===== config.mk =====
export PLATFORM = sky130hd
export DESIGN_NAME = ecv_to_dos
export DESIGN_NICKNAME = d
export VERILOG_FILES = /design/src/ecv_pkg.sv /design/src/ecv_to_dos.sv
export SDC_FILE = /design/constraint.sdc
export NUM_CORES = 2
export LEC_CHECK = 0
export BUFFER_PORTS_ARGS = -buffer_cell sky130_fd_sc_hd__buf_4
export CAP_MARGIN = 20
export CORE_MARGIN = 2
export CORE_UTILIZATION = 39
export DETAILED_ROUTE_END_ITERATION = 16
export PLACE_DENSITY = 0.54
export SYNTH_ARGS = -nofsm -noshare
export SYNTH_HDL_FRONTEND = slang
export SYNTH_SLANG_ARGS = --single-unit
export TNS_END_PERCENT = 50

===== constraint.sdc =====
create_clock -name clk -period 6.9 [get_ports clk]
set_input_delay 0.345 -clock clk [delete_from_list [all_inputs] [get_ports clk]]
set_output_delay 0.345 -clock clk [all_outputs]
set_load 0.01 [all_outputs]

===== src/ecv_pkg.sv =====
// Shared types, constants and calendar helpers for the epoch/DOS/NT time converter.
package ecv_pkg;

	localparam int unsigned NumStages = 10;

	typedef enum logic [2:0] {
		OP_TO_DOS     = 3'd0,
		OP_FROM_DOS   = 3'd1,
		OP_TO_NT      = 3'd2,
		OP_FROM_NT    = 3'd3,
		OP_TO_LOCAL   = 3'd4,
		OP_FROM_LOCAL = 3'd5
	} op_t;

	typedef struct packed {
		logic [2:0]         operation;
		logic [31:0]        seconds_in;
		logic [15:0]        dos_date_in;
		logic [15:0]        dos_time_in;
		logic signed [63:0] nt_time_in;
	} in_t;

	typedef struct packed {
		logic [31:0] seconds_out;
		logic [15:0] dos_date_out;
		logic [15:0] dos_time_out;
		logic [57:0] nt_time_out;
		logic        range_error;
	} out_t;

	// seconds from 1601-01-01 to 1970-01-01
	localparam logic [63:0] NtEpochGap = 64'd11644473600;
	localparam logic [23:0] NtTicks    = 24'd10000000;
	// 10^7 = 2^7 * 78125; floor(x / 78125) = (x * NtRcp) >> 74, exact for x < 2^57
	localparam logic [57:0] NtRcp      = 58'((128'd1 << 81) / 128'd10000000 + 128'd1);
	localparam logic [28:0] NtRcpLo    = NtRcp[28:0];
	localparam logic [28:0] NtRcpHi    = NtRcp[57:29];

	// 86400 = 2^7 * 675; floor(2^35 / 675), one correction step after
	localparam logic [9:0]  Div675     = 10'd675;
	localparam logic [25:0] Rcp675     = 26'd50903316;
	// exact reciprocals over the value ranges used
	localparam logic [16:0] Rcp225     = 17'd74566;   // 2^24
	localparam logic [12:0] Rcp15      = 13'd4370;    // 2^16
	localparam logic [15:0] Rcp1461    = 16'd45934;   // 2^26
	localparam logic [10:0] Days4Yr    = 11'd1461;

	// days 1968-01-01 to 1970-01-01, and day index of 2100-03-01 from 1968
	localparam logic [16:0] DaysFrom1968 = 17'd731;
	localparam logic [16:0] Skip2100     = 17'd48272;

	function automatic logic [8:0] month_start(input logic [3:0] m, input logic leap);
		logic [8:0] d;
		case (m)
			4'd0:    d = 9'd0;
			4'd1:    d = 9'd31;
			4'd2:    d = 9'd59;
			4'd3:    d = 9'd90;
			4'd4:    d = 9'd120;
			4'd5:    d = 9'd151;
			4'd6:    d = 9'd181;
			4'd7:    d = 9'd212;
			4'd8:    d = 9'd243;
			4'd9:    d = 9'd273;
			4'd10:   d = 9'd304;
			4'd11:   d = 9'd334;
			default: d = 9'd0;
		endcase
		if (leap && (m inside {[4'd2:4'd11]}))
			d = d + 9'd1;
		return d;
	endfunction

endpackage


===== src/ecv_to_dos.sv =====
// Epoch seconds plus zone offset to packed FAT date and time, ten stages.
module ecv_to_dos (
	input  logic                               clk,
	input  logic [ecv_pkg::NumStages-1:0]      en,
	input  logic [2:0]                         operation,
	input  logic [31:0]                        seconds_in,
	input  logic signed [17:0]                 zone_offset,
	output logic [15:0]                        dos_date,
	output logic [15:0]                        dos_time,
	output logic                               range_error
);

	logic [ecv_pkg::NumStages-1:1] sel_s;

	logic [31:0] t_s1, t_s2, t_s3;
	logic [50:0] p_s2;
	logic [15:0] q_s3;
	logic [25:0] pq_s3;
	logic [15:0] days_s4;
	logic [16:0] rem_s4, rem_s5, rem_s6;
	logic [15:0] dp_s5, dp_s6, dp_s7;
	logic [29:0] hp_s5;
	logic [31:0] cp_s6;
	logic [4:0]  hour_s6, hour_s7, hour_s8, hour_s9;
	logic [16:0] hm_s6;
	logic [5:0]  c_s7, c_s8;
	logic [15:0] cm_s7;
	logic [11:0] rem2_s7, rem2_s8;
	logic [10:0] r4_s8;
	logic [22:0] mp_s8;
	logic [8:0]  doy_s9;
	logic        leap_s9, err_s9;
	logic [6:0]  yoff_s9;
	logic [5:0]  min_s9, sec_s9;
	logic [15:0] date_s10, time_s10;
	logic        err_s10;

	// stage 4 correction
	logic [24:0] diff4;
	logic [15:0] days4;
	logic [9:0]  rr4;
	// stage 5 leap fix
	logic [16:0] sum5;
	logic [15:0] dp5;
	// stage 9 year split
	logic [1:0]  yi9;
	logic [8:0]  doy9;
	logic [7:0]  yabs9;
	logic [5:0]  mn9;
	// stage 10 month search
	logic [3:0]  mi10;
	logic [4:0]  md10;

	always_comb begin
		diff4 = t_s3[31:7] - pq_s3[24:0];
		if (diff4[10:0] >= 11'(ecv_pkg::Div675)) begin
			days4 = q_s3 + 16'd1;
			rr4   = 10'(diff4[10:0] - 11'(ecv_pkg::Div675));
		end else begin
			days4 = q_s3;
			rr4   = diff4[9:0];
		end
	end

	always_comb begin
		sum5 = 17'(days_s4) + ecv_pkg::DaysFrom1968;
		if (sum5 >= ecv_pkg::Skip2100)
			dp5 = 16'(sum5 + 17'd1);
		else
			dp5 = sum5[15:0];
	end

	always_comb begin
		if (r4_s8 < 11'd366) begin
			yi9  = 2'd0;
			doy9 = r4_s8[8:0];
		end else if (r4_s8 < 11'd731) begin
			yi9  = 2'd1;
			doy9 = 9'(r4_s8 - 11'd366);
		end else if (r4_s8 < 11'd1096) begin
			yi9  = 2'd2;
			doy9 = 9'(r4_s8 - 11'd731);
		end else begin
			yi9  = 2'd3;
			doy9 = 9'(r4_s8 - 11'd1096);
		end
		yabs9 = {c_s8, 2'b00} + 8'(yi9);
		mn9   = mp_s8[21:16];
	end

	always_comb begin
		mi10 = 4'd0;
		for (int k = 1; k < 12; k++)
			if (doy_s9 >= ecv_pkg::month_start(4'(k), leap_s9))
				mi10 = 4'(k);
		md10 = 5'(doy_s9 - ecv_pkg::month_start(mi10, leap_s9) + 9'd1);
	end

	always_ff @(posedge clk) begin
		if (en[0]) begin
			sel_s[1] <= (operation == ecv_pkg::OP_TO_DOS);
			t_s1     <= seconds_in + 32'(zone_offset);
		end
		for (int k = 2; k < ecv_pkg::NumStages; k++)
			if (en[k-1])
				sel_s[k] <= sel_s[k-1];
		if (en[1]) begin
			t_s2 <= t_s1;
			p_s2 <= 51'(t_s1[31:7]) * 51'(ecv_pkg::Rcp675);
		end
		if (en[2]) begin
			t_s3  <= t_s2;
			q_s3  <= p_s2[50:35];
			pq_s3 <= 26'(p_s2[50:35]) * 26'(ecv_pkg::Div675);
		end
		if (en[3]) begin
			days_s4 <= days4;
			rem_s4  <= {rr4, t_s3[6:0]};
		end
		if (en[4]) begin
			dp_s5  <= dp5;
			hp_s5  <= 30'(rem_s4[16:4]) * 30'(ecv_pkg::Rcp225);
			rem_s5 <= rem_s4;
		end
		if (en[5]) begin
			cp_s6   <= 32'(dp_s5) * 32'(ecv_pkg::Rcp1461);
			hour_s6 <= hp_s5[28:24];
			hm_s6   <= 17'(hp_s5[28:24]) * 17'd3600;
			rem_s6  <= rem_s5;
			dp_s6   <= dp_s5;
		end
		if (en[6]) begin
			c_s7    <= cp_s6[31:26];
			cm_s7   <= 16'(cp_s6[31:26]) * 16'(ecv_pkg::Days4Yr);
			rem2_s7 <= 12'(rem_s6 - hm_s6);
			dp_s7   <= dp_s6;
			hour_s7 <= hour_s6;
		end
		if (en[7]) begin
			r4_s8   <= 11'(dp_s7 - cm_s7);
			mp_s8   <= 23'(rem2_s7[11:2]) * 23'(ecv_pkg::Rcp15);
			rem2_s8 <= rem2_s7;
			c_s8    <= c_s7;
			hour_s8 <= hour_s7;
		end
		if (en[8]) begin
			doy_s9  <= doy9;
			leap_s9 <= (yi9 == 2'd0);
			err_s9  <= (yabs9 < 8'd12);
			yoff_s9 <= 7'(yabs9 - 8'd12);
			min_s9  <= mn9;
			sec_s9  <= 6'(rem2_s8 - 12'(mn9) * 12'd60);
			hour_s9 <= hour_s8;
		end
		if (en[9]) begin
			err_s10 <= sel_s[9] && err_s9;
			if (sel_s[9] && !err_s9) begin
				date_s10 <= {yoff_s9, mi10 + 4'd1, md10};
				time_s10 <= {hour_s9, min_s9, sec_s9[5:1]};
			end else begin
				date_s10 <= '0;
				time_s10 <= '0;
			end
		end
	end

	assign dos_date    = date_s10;
	assign dos_time    = time_s10;
	assign range_error = err_s10;

endmodule


==> flow_metrics.py <==
metrics = {
    "critical_path": {
        "path_class": "reg -> reg",
        "worstPathCellList": "fa_1 > ha_1 > inv_1 > fa_1 > inv_1 > fa_1 > fa_1 > fa_1 > inv_1 > fa_1 > inv_1 > ha_1 > a21oi_1 > nand2_1 > a221oi_1 > a21oi_2 > o21ai_1 > buf_4 > o311ai_2 > a31o_2 > a21oi_1 > xnor2_1",
        "slowest_stage": "a221oi_1",
        "arrival_ns": 6.79,
        "critPathMaxFanout": 5,
        "path_buf_inv": 5,
        "cp-end-kind": "flip-flop",
        "critPathMaxStageDelay_ns": 0.56,
        "crit_family": "adder cells",
        "worstPathRequired_ns": 7.23,
        "critPathMostFrequentCell": "fa_1",
        "start_kind": "flip-flop",
    },
    "floorplan": {
        "row_count": 108,
        "core_um2": 86900,
        "die_w_um": 300,
        "die_h_um": 300,
        "io_pins": 97,
        "die_area_um2": 90200,
        "start_util_pct": 39.4,
    },
    "synth": {
        "syn_inst": 2967,
        "yosys_warnings": 0,
        "ys_seq_elements": 357,
        "ys_top_cells_by_area": "edfxtp_1, ha_1, fa_1",
        "seq_area_frac_synth_pct": 31.3,
        "ys.flop_type": "edfxtp_1",
        "synth_area_um2": 34300,
        "syn_nets": 4044,
        "synth_top_area_share_pct": 31.3,
        "ys_types": 74,
        "yosys.area.top_type": "edfxtp_1",
        "synth_most_common_cell": "ha_1",
        "synthArstFlopShare_pct": 0,
        "synth_edf_count": 357,
        "avgSynthCellArea_um2": 11.5,
        "ys_top_cells_by_count": "ha_1, inv_1, edfxtp_1",
    },
    "placed_design": {
        "dpl.hpwl_um": 54900,
        "numPortBuffers": 96,
        "place_congestion": 0.860,
        "dp_slack_ns": 0.252,
    },
    "clock_network": {
        "clk_path_buf_depth": 3,
        "clk_pin_slew_ns": 0.06,
        "h-tree-depth": 2,
        "worstSkewPairLatency_ns": 0.58,
        "numCtsBuffers": 43,
        "cts_tree": "done",
        "cts_hold_buf": 0,
        "root_buffer": "clkbuf_16",
        "clock_sinks": 357,
    },
    "job": {
        "maxCapViolations": 0,
    },
    "sta": {
        "fin_setup_tns_ns": 0,
        "period_share_pct": 93.7,
        "rsz0062_at_grt": "false",
        "fin_worst_skew_ns": 0.0136,
        "fin_crit_ns": 6.47,
        "slew_viol_final": 0,
        "setup_viol": 0,
        "fmax_ghz": 0.155,
        "setup_slack_ns": 0.433,
        "finalHoldViolations": 0,
        "tightestPinTransition_ns": 0.954,
        "slew_headroom_pct": 36.0,
    },
    "finish": {
        "fin_nets": 4190,
        "n_antenna_cell": 0,
        "drive_gt1_share_pct": 6.77,
        "area_growth_pct": 11.1,
        "nFillCells": 8059,
    },
    "global_route": {
        "grt_max_degree": 45,
        "grt_pass1_vias": 22600,
        "grt_util_all_layers_pct": 15.1,
        "overflow": 0,
        "grt_antenna_before_repair": 0,
        "grt_pass1_wl_um": 112000,
    },
    "detailed_routing": {
        "routedWlPerCell_um": 15.2,
        "firstDrtPassIters": 5,
        "routed_wl_um": 65500,
        "drtIter0Drc": 696,
        "antenna_left": 0,
        "drcViolationCount": 0,
        "vias": 20700,
        "vias_per_cell": 4.81,
    },
    "min_path": {
        "min_path_type": "in -> reg",
    },
    "outcome": {
        "status": "finished, final reports clean",
    },
}
## registers in the layout, indices dropped and copies added (netlist names), 10 cells and up
signal    cells
rem_s4       16
dp_s7        11
dos_date     16
t_s3         17
dos_time     16
q_s3         16
t_s2         17
pq_s3        10
rem_s6       11
dp_s5        16
r4_s8        11
days_s4      16
t_s1         31
rem2_s7      11
rem_s5       11
p_s2         16
dp_s6        11
## final timing paths
| check | to | slack, ns | cells past startpoint | from |
|---|---|---|---|---|
| worst max register to register | p_s2[50]$_DFFE_PP_ | 0.43 | 22 | t_s1[15]$_DFFE_PP_ |
| worst min-delay path | sel_s[1]$_DFFE_PP_ | 0.06 | 2 | operation[2] |
| worst max-delay path | p_s2[50]$_DFFE_PP_ | 0.43 | 22 | t_s1[15]$_DFFE_PP_ |
| worst min register to register | rem_s6[4]$_DFFE_PP_ | 0.41 | 0 | rem_s5[4]$_DFFE_PP_ |
## cell families (layout without fill, tap and decap cells)
kind of cell,Yosys count,in the layout,share of synthesized area (%)
multiplexers,2,2,0.0621
flip-flops,357,357,31.3
AO/OA/AOI/OAI,354,354,6.75
XOR/XNOR,185,185,4.75
buffers and inverters,662,842,7.32
AND/OR/NAND/NOR,394,394,5.84
adder cells (fa/ha/maj),1013,1013,44.0
## per-stage QoR
stage	hold slack, ns	instance area [um2]	util (%)	std cells
2_1_floorplan	0.400	34300	-	2967
3_3_place_gp	0.400	36500	42.0	4221
3_5_place_dp	0.405	36500	42.0	4221
4_1_cts	0.00429	38000	43.8	4300
5_1_grt	0.0273	38100	43.8	4302
6_report	0.0558	38100	43.8	4302
## routing by layer
layer	track usage (%)	wire, um	vias to the layer above
met5	0	0	-
li1	-	-	10300
met3	1.62	1410	78
met4	3.39	1190	0
met2	28.0	33800	225
met1	18.8	29100	10000
## cell usage in the layout (no fill, tap or decap), types with 8 or more instances in the layout
cell       netlist  final
clkbuf_16        0     43
edfxtp_1       357    357
a21o_1          43     43
clkinv_1         1      8
nor2b_1         20     20
and2_1          36     36
ha_1           695    695
o21bai_1        12     12
a21oi_1        105    104
a211oi_1        15     14
xor2_1          57     57
fa_1           318    318
nand2b_1        19     19
nand3_1         31     31
a21boi_0         9      9
nand4_1         31     31
buf_4            1    121
o31ai_1          9      9
nor2_1          81     81
o21ai_0         61     61
inv_1          641    641
nor3_1          39     39
and3_1          10     10
nand2_1         87     87
o211ai_1        13     13
o21a_1          20     20
bufinv_16        0      9
xnor2_1        127    127
## layout make-up
type / instances / area [um2] / area share (%)
multi-input cells: 1948 / 21000 / 55.3
flip-flops and latches: 357 / 10700 / 28.2
inverters: 642 / 2410 / 6.33
well taps: 1155 / 1450 / 3.80
clock buffers: 46 / 1090 / 2.86
repair buffers: 121 / 908 / 2.39
clock inverters: 33 / 443 / 1.16
## timing repair
| item | in CTS | in global routing |
|---|---|---|
| endpoints found under the setup margin | 0 | 4 |
| setup buffers | 0 | 2 |
| gates resized for setup | 0 | 4 |
Power is not shown: default switching activity piles up to over one toggle a cycle in this logic, so the estimate is an artifact.
