[src/ecv_pkg.sv]
// Shared types, constants and calendar helpers for the epoch/DOS/NT time converter.
package ecv_pkg;

	localparam int unsigned NumStages = 10;

	typedef enum logic [2:0] {
		OP_TO_DOS     = 3'd0,
		OP_FROM_DOS   = 3'd1,
		OP_TO_NT      = 3'd2,
		OP_FROM_NT    = 3'd3,
		OP_TO_LOCAL   = 3'd4,
		OP_FROM_LOCAL = 3'd5
	} op_t;

	typedef struct packed {
		logic [2:0]         operation;
		logic [31:0]        seconds_in;
		logic [15:0]        dos_date_in;
		logic [15:0]        dos_time_in;
		logic signed [63:0] nt_time_in;
	} in_t;

	typedef struct packed {
		logic [31:0] seconds_out;
		logic [15:0] dos_date_out;
		logic [15:0] dos_time_out;
		logic [57:0] nt_time_out;
		logic        range_error;
	} out_t;

	// seconds from 1601-01-01 to 1970-01-01
	localparam logic [63:0] NtEpochGap = 64'd11644473600;
	localparam logic [23:0] NtTicks    = 24'd10000000;
	// 10^7 = 2^7 * 78125; floor(x / 78125) = (x * NtRcp) >> 74, exact for x < 2^57
	localparam logic [57:0] NtRcp      = 58'((128'd1 << 81) / 128'd10000000 + 128'd1);
	localparam logic [28:0] NtRcpLo    = NtRcp[28:0];
	localparam logic [28:0] NtRcpHi    = NtRcp[57:29];

	// 86400 = 2^7 * 675; floor(2^35 / 675), one correction step after
	localparam logic [9:0]  Div675     = 10'd675;
	localparam logic [25:0] Rcp675     = 26'd50903316;
	// exact reciprocals over the value ranges used
	localparam logic [16:0] Rcp225     = 17'd74566;   // 2^24
	localparam logic [12:0] Rcp15      = 13'd4370;    // 2^16
	localparam logic [15:0] Rcp1461    = 16'd45934;   // 2^26
	localparam logic [10:0] Days4Yr    = 11'd1461;

	// days 1968-01-01 to 1970-01-01, and day index of 2100-03-01 from 1968
	localparam logic [16:0] DaysFrom1968 = 17'd731;
	localparam logic [16:0] Skip2100     = 17'd48272;

	function automatic logic [8:0] month_start(input logic [3:0] m, input logic leap);
		logic [8:0] d;
		case (m)
			4'd0:    d = 9'd0;
			4'd1:    d = 9'd31;
			4'd2:    d = 9'd59;
			4'd3:    d = 9'd90;
			4'd4:    d = 9'd120;
			4'd5:    d = 9'd151;
			4'd6:    d = 9'd181;
			4'd7:    d = 9'd212;
			4'd8:    d = 9'd243;
			4'd9:    d = 9'd273;
			4'd10:   d = 9'd304;
			4'd11:   d = 9'd334;
			default: d = 9'd0;
		endcase
		if (leap && (m inside {[4'd2:4'd11]}))
			d = d + 9'd1;
		return d;
	endfunction

endpackage

[src/ecv_secs.sv]
// Seconds results: packed FAT date and time to epoch seconds, and local shifts.
module ecv_secs (
	input  logic                               clk,
	input  logic [ecv_pkg::NumStages-1:0]      en,
	input  logic [2:0]                         operation,
	input  logic [31:0]                        seconds_in,
	input  logic [15:0]                        dos_date_in,
	input  logic [15:0]                        dos_time_in,
	input  logic signed [17:0]                 zone_offset,
	output logic [31:0]                        seconds,
	output logic                               range_error
);

	localparam int unsigned FirstPad = 4;

	function automatic logic [15:0] year_start(input logic [6:0] y);
		logic [15:0] d;
		d = 16'd3652 + 16'(y) * 16'd365 + 16'((8'(y) + 8'd3) >> 2);
		if (y > 7'd120)
			d = d - 16'd1;
		return d;
	endfunction

	logic [6:0]  y1;
	logic [3:0]  mon1;
	logic        leap1;

	logic        dos_s1, dos_s2, dos_s3;
	logic        loc_s1, loc_s2, loc_s3;
	logic        bad_s1, bad_s2, bad_s3;
	logic [31:0] lt_s1, lt_s2, lt_s3;
	logic [15:0] ys_s1;
	logic [8:0]  ms_s1;
	logic [4:0]  md_s1, ss_s1;
	logic [16:0] hs_s1;
	logic [11:0] mm_s1;
	logic [15:0] days_s2;
	logic [16:0] tp_s2, tp_s3;
	logic [31:0] ds_s3;

	logic [31:0] res_s [FirstPad:ecv_pkg::NumStages];
	logic        err_s [FirstPad:ecv_pkg::NumStages];

	assign y1    = dos_date_in[15:9];
	assign mon1  = dos_date_in[8:5];
	assign leap1 = (y1[1:0] == 2'b00) && (y1 != 7'd120);

	always_ff @(posedge clk) begin
		if (en[0]) begin
			dos_s1 <= (operation == ecv_pkg::OP_FROM_DOS);
			loc_s1 <= (operation == ecv_pkg::OP_TO_LOCAL) ||
			          (operation == ecv_pkg::OP_FROM_LOCAL);
			lt_s1  <= (operation == ecv_pkg::OP_TO_LOCAL) ?
			          seconds_in + 32'(zone_offset) : seconds_in - 32'(zone_offset);
			bad_s1 <= (mon1 == 4'd0) || (mon1 > 4'd12);
			ys_s1  <= year_start(y1);
			ms_s1  <= ecv_pkg::month_start(mon1 - 4'd1, leap1);
			md_s1  <= dos_date_in[4:0];
			hs_s1  <= 17'(dos_time_in[15:11]) * 17'd3600;
			mm_s1  <= 12'(dos_time_in[10:5]) * 12'd60;
			ss_s1  <= dos_time_in[4:0];
		end
		if (en[1]) begin
			dos_s2  <= dos_s1;
			loc_s2  <= loc_s1;
			lt_s2   <= lt_s1;
			bad_s2  <= bad_s1;
			days_s2 <= ys_s1 + 16'(ms_s1) + 16'(md_s1) - 16'd1;
			tp_s2   <= hs_s1 + 17'(mm_s1) + 17'({ss_s1, 1'b0});
		end
		if (en[2]) begin
			dos_s3 <= dos_s2;
			loc_s3 <= loc_s2;
			lt_s3  <= lt_s2;
			bad_s3 <= bad_s2;
			tp_s3  <= tp_s2;
			ds_s3  <= 32'(days_s2) * 32'd86400;
		end
		if (en[FirstPad-1]) begin
			err_s[FirstPad] <= dos_s3 && bad_s3;
			if (dos_s3 && !bad_s3)
				res_s[FirstPad] <= ds_s3 + 32'(tp_s3) - 32'(zone_offset);
			else if (loc_s3)
				res_s[FirstPad] <= lt_s3;
			else
				res_s[FirstPad] <= '0;
		end
		for (int k = FirstPad + 1; k <= ecv_pkg::NumStages; k++)
			if (en[k-1]) begin
				res_s[k] <= res_s[k-1];
				err_s[k] <= err_s[k-1];
			end
	end

	assign seconds     = res_s[ecv_pkg::NumStages];
	assign range_error = err_s[ecv_pkg::NumStages];

endmodule

[config.mk]
export PLATFORM = sky130hd
export DESIGN_NAME = ecv_secs
export DESIGN_NICKNAME = d
export VERILOG_FILES = /design/src/ecv_pkg.sv /design/src/ecv_secs.sv
export SDC_FILE = /design/constraint.sdc
export NUM_CORES = 1
export LEC_CHECK = 0
export BUFFER_PORTS_ARGS = -buffer_cell sky130_fd_sc_hd__buf_2
export CORE_ASPECT_RATIO = 1.2
export CORE_MARGIN = 3
export CORE_UTILIZATION = 50
export CTS_CLUSTER_DIAMETER = 80
export DETAILED_ROUTE_END_ITERATION = 12
export PLACE_DENSITY = 0.63
export SYNTH_ARGS = -nofsm -noshare
export SYNTH_HDL_FRONTEND = slang
export SYNTH_SLANG_ARGS = --single-unit
[constraint.sdc]
create_clock -name clk -period 5.95 [get_ports clk]
set_clock_uncertainty 0.15 [all_clocks]
set_input_delay 0.595 -clock clk [delete_from_list [all_inputs] [get_ports clk]]
set_output_delay 0.595 -clock clk [all_outputs]
set_load 0.02 [all_outputs]
==> metrics.yaml, run 1 <==
initial_core_util: 0.509
yosys_warnings: 0
fin_crit_sh: 0.858
slowest_stage: "fa_1"
cp_data_arrival_time_ns: 5.39
slew_headroom: 0.296
area_delta_synth_final_pct: 10.9
placed_cell_area_mm2: 0.0282
syn_nets: 2636
pin_count: 129
worst_pin_slew_ns: 1.06
io_buffers: 128
yosys-top-cells-count: "edfxtp_1 (466), ha_1 (303), inv_1 (293)"
cts_tree: "built"
cts.sinks: 466
core_mm2: 0.0530
stdcell_area_mm2: 0.0299
core.rowCount: 92
yosys.area.top_type: "edfxtp_1"
hold_violations: 0
start_kind: "register"
max_stage_delay_ns: 0.51
grt_max_degree: 77
drt_wl_total_um: 48100
crit_path_max_fanout: 4
avgSynthCellArea_um2: 12.5
netlist-cell-type-count: 73
grt_pass1_wl_um: 80300
ant_nets: 0
run_status: "completed"
synth-edff-count: 466
wire_per_inst_um: 15.9
async_flop_share: 0
cts_setup_buffers: 0
antenna_found_initial: 1
overflow: 0
die_x_um: 218
maxCapViolCount: 0
fin_nets: 2764
path_class: "register to register"
fmax_mhz: 196
setup_tns_ns: 0
clk_pin_slew_ns: 0.06
final-max-slew-violation-count: 0
vias_per_cell: 5.27
synth-seq-cells: 466
drive_above_1_share: 0.0992
grt_pass1_vias: 16390
fin_crit_ns: 5.11
crit_buf_inv: 4
max-clock-path-buffers: 3
path_delay_family: "adder cells"
routabilityCongestion: 0.883
design.die.area_mm2: 0.0568
utilization: 0.565
seq_area_frac_synth: 0.519
hold_class: "input port to register"
place_hpwl_um: 38000
setup_viol: 0
clock_latency_ns: 0.60
syn-cell-area_mm2: 0.0270
netlist_top_cells_area: "edfxtp_1 (52%), ha_1 (14%), fa_1 (6.2%), inv_1 (4.1%), xnor2_1 (3.5%)"
cts_max_level: 2
yosys.cell_count.top_type: "edfxtp_1"
synthFlopType: "edfxtp_1"
grtUsageTotal: 0.175
rsz0062_at_grt: "no"
cts-root-buf: "clkbuf_16"
synth_cells: 2154
numCtsBuffers: 46
die_height_um: 260
crit_required_ns: 6.24
drc_errors: 0
synth_top_area_share: 0.519
cp_common_cell: "inv_1"
path_cells: "ha_1 > inv_1 > fa_1 > fa_1 > inv_1 > ha_1 > inv_1 > fa_1 > inv_1 > ha_1 > a21oi_1 > nor2b_1 > a211oi_1 > a311o_1 > and3_1 > or3_1 > nand3_1"
r2r_slack_ns: 0.84
drt_pass1_iterations: 5
vias: 15927
drtIter0Drc: 974
endpoint_kind: "register"
==> cell usage in the layout, fill, tap and decap left out, types with 7 or more instances in the layout <==
cell type / synthesis / final
fa_1: 83 / 83
nand2_1: 67 / 67
o31ai_1: 9 / 9
nor3_1: 40 / 40
nand4_1: 11 / 11
nor2b_1: 19 / 19
o211ai_1: 8 / 8
inv_1: 293 / 293
nor4_1: 7 / 7
nor3b_1: 8 / 8
a31oi_1: 14 / 14
o21bai_1: 21 / 21
a21oi_1: 101 / 101
xnor2_1: 107 / 107
nand3b_1: 8 / 8
and3_1: 13 / 13
nand2b_1: 17 / 17
o21a_1: 18 / 18
clkbuf_16: 0 / 46
edfxtp_1: 466 / 466
and2_1: 11 / 11
clkinv_1: 1 / 11
nand3_1: 64 / 64
bufinv_16: 0 / 9
xor2_1: 51 / 51
a211oi_1: 20 / 20
ha_1: 303 / 303
a21o_1: 55 / 55
o21ai_0: 86 / 86
buf_2: 2 / 127
or3_1: 14 / 14
nor2_1: 82 / 82
buf_4: 32 / 9
==> registers in the layout (all words and copies together), names as in the netlist <==
name / count
ds_s3: 25
loc_s3: 1
lt_s2: 32
dos_s1: 1
md_s1: 5
lt_s3: 32
ss_s1: 5
ys_s1: 16
loc_s1: 1
days_s2: 16
res_s: 224
err_s: 7
bad_s3: 1
tp_s3: 16
lt_s1: 32
dos_s2: 1
loc_s2: 1
bad_s2: 1
hs_s1: 12
tp_s2: 16
ms_s1: 9
dos_s3: 1
bad_s1: 1
mm_s1: 10
==> worst register-to-register path: stages (launching register included) <==
cell	delay, ns
edfxtp_1	0.48
ha_1	0.33
inv_1	0.13
fa_1	0.46
fa_1	0.51
inv_1	0.04
ha_1	0.26
inv_1	0.05
fa_1	0.50
inv_1	0.04
ha_1	0.33
a21oi_1	0.24
nor2b_1	0.22
a211oi_1	0.17
a311o_1	0.43
and3_1	0.18
or3_1	0.37
nand3_1	0.09
==> path summary, 6_finish.rpt <==
kind	from	to	cells past startpoint
worst min register to register	res_s[1][22]	res_s[1][54]	0
worst max-delay path	days_s2[1]	ds_s3[31]	17
worst max register to register	days_s2[1]	ds_s3[31]	17
worst min-delay path	dos_date_in[2]	md_s1[2]	1
==> what timing repair did <==
action / 4_1_cts / 5_1_grt
resized for setup: 0 / 0
endpoints found under the hold margin: 5 / 0
hold buffers: 5 / 0
==> routing by layer <==
metal	vias to the layer above	GRT usage	part of all wire	wire, um
met4	0	0.0593	0.024	1170
met3	70	0.0224	0.037	1780
met5	-	0	0	0
met1	7578	0.219	0.43	20900
li1	7988	-	-	-
met2	291	0.312	0.50	24300
==> through the flow <==
stage / hold slack, ns / instances / setup slack [ns]
4_1_cts: 0.000893 / 3024 / 0.835
3_5_place_dp: 0.255 / 2934 / 0.404
3_3_place_gp: 0.250 / 2934 / 0.517
2_1_floorplan: 0.250 / 2154 / 0.971
6_report: 0.0455 / 3025 / 0.844
5_1_grt: 0.0223 / 3025 / 0.589
==> cell type report <==
cell class                 count  area (um2)
clock buffer                  52        1170
antenna                        1        2.50
timing repair buffer         141         753
sequential                   466       14000
multi-input combinational   1333       11500
inverter                     294        1100
clock inverter                33         474
tap                          705         882
fill                        4414       23000
==> logic make-up after synthesis <==
group	Yosys count	synth area share
AOI/OAI and AO/OA	402	0.0995
buffers and inverters	355	0.0539
adders and majority gates	386	0.202
xor gates and xnor gates	158	0.0513
muxes	8	0.00306
and+or+nand+nor	379	0.0712
DFF	466	0.519
Power of run 1 is not shown: default switching activity piles up to over one toggle a cycle in this logic, so the estimate is an artifact.
==> inputs of run 2 (changes only) <==
- REMOVE_ABC_BUFFERS: not set -> 1
==> metrics.yaml, run 2 (synthesis results as in run 1) <==
clk_pin_slew_ns: 0.06
grt_max_degree: 77
antenna_found_initial: 4
slowest_stage: "a211oi_1"
design.die.area_mm2: 0.0568
cts_hold_buf: 0
layout_common_cells: "edfxtp_1 (466), ha_1 (303), inv_1 (293)"
place_hpwl_um: 37600
overflow: 0
worst_pin_slew_ns: 1.01
drive_above_1_share: 0.102
ff_latch_area_mm2: 0.0140
endpoint_kind: "register"
cts.sinks: 466
fin_nets: 2766
slew_headroom: 0.325
path_cells: "ha_1 > inv_1 > fa_1 > fa_1 > inv_1 > ha_1 > inv_1 > fa_1 > inv_1 > ha_1 > nand3_1 > o21bai_1 > a211oi_1 > a311o_1 > and3_1 > or3_1 > nand3_1"
final_common_cell: "edfxtp_1"
hold_violations: 0
fmax_mhz: 195
path_delay_family: "adder cells"
cts_max_level: 2
max_stage_delay_ns: 0.58
numCtsBuffers: 48
crit_path_max_fanout: 4
final-max-slew-violation-count: 0
routabilityCongestion: 0.867
drtIter0Drc: 600
gr-usage-met3: 0.0263
core_mm2: 0.0530
die_x_um: 218
rsz0062_at_grt: "no"
grt_pass1_wl_um: 80400
largest_reg_flops: 224
maxCapViolCount: 0
cts-root-buf: "clkbuf_16"
crit_buf_inv: 4
hold_class: "input port to register"
path_class: "register to register"
wire_per_inst_um: 15.9
max-clock-path-buffers: 3
area_delta_synth_final_pct: 10.3
cp_common_cell: "inv_1"
grtUsageMet1: 0.207
die_height_um: 260
cp_data_arrival_time_ns: 5.30
ant_nets: 0
grtUsageMet2: 0.321
drc_errors: 0
setup_viol: 0
grtUsageTotal: 0.174
vias_per_cell: 5.23
start_kind: "register"
hold_slack_ns: 0.0387
drt_wl_total_um: 48100
pin_count: 129
hold_depth: 1
fillCellCount: 4496
clock_latency_ns: 0.59
initial_core_util: 0.509
grt_pass1_vias: 16474
crit_required_ns: 6.12
setup_tns_ns: 0
drt_pass1_iterations: 7
busiest_layer: "met2"
core.rowCount: 92
vias: 15834
worstRegToRegCells: 17
run_status: "completed"
multi_input_area_mm2: 0.0115
io_buffers: 128
fin_crit_sh: 0.863
fin_crit_ns: 5.14
largest-register: "res_s"
critical_path_depth: 17
cts-resized-gates: 0
cts_tree: "built"
cts_setup_buffers: 0
run 2: cell types whose count changed in the layout (fill, tap and decap cells not counted), moves of 4 or more:
cell,previous run,this run
clkinv_2,6,11
clkinvlp_4,0,4
buf_4,9,14
bufinv_16,9,2
dlygate4sd3_1,5,0
run 2: metrics by stage:
step	cells	instance area [um2]	util	worst slack [ns]
floorplan	2093	26600	-	0.971
global placement	2939	28200	0.533	0.503
detailed placement	2939	28200	0.533	0.404
CTS	3026	29700	0.562	0.817
global route	3028	29700	0.562	0.482
finish	3028	29700	0.562	0.814
run 2: metal layers:
layer	up-vias	wire length, um
met5	-	11
met1	7464	20100
met4	2	1550
met2	282	24700
met3	87	1630
li1	7999	-
run 2: final timing paths:
kind / start / end / slack (ns)
worst max-delay path: days_s2[1] / ds_s3[31] / 0.81
worst min-delay path: dos_time_in[1] / ss_s1[1] / 0.04
worst max register to register: days_s2[1] / ds_s3[31] / 0.81
worst min register to register: res_s[2][16] / res_s[2][48] / 0.25
run 2: final cells by class:
| type | instances | share of cell area |
|---|---|---|
| clock inverter | 31 | 0.00883 |
| timing repair buffer | 141 | 0.0249 |
| sequential | 466 | 0.470 |
| inverter | 294 | 0.0371 |
| clock buffer | 56 | 0.0414 |
| multi-input combinational | 1333 | 0.387 |
| antenna | 2 | 0.000168 |
| tap | 705 | 0.0297 |
Power of run 2 is left out for the same reason.
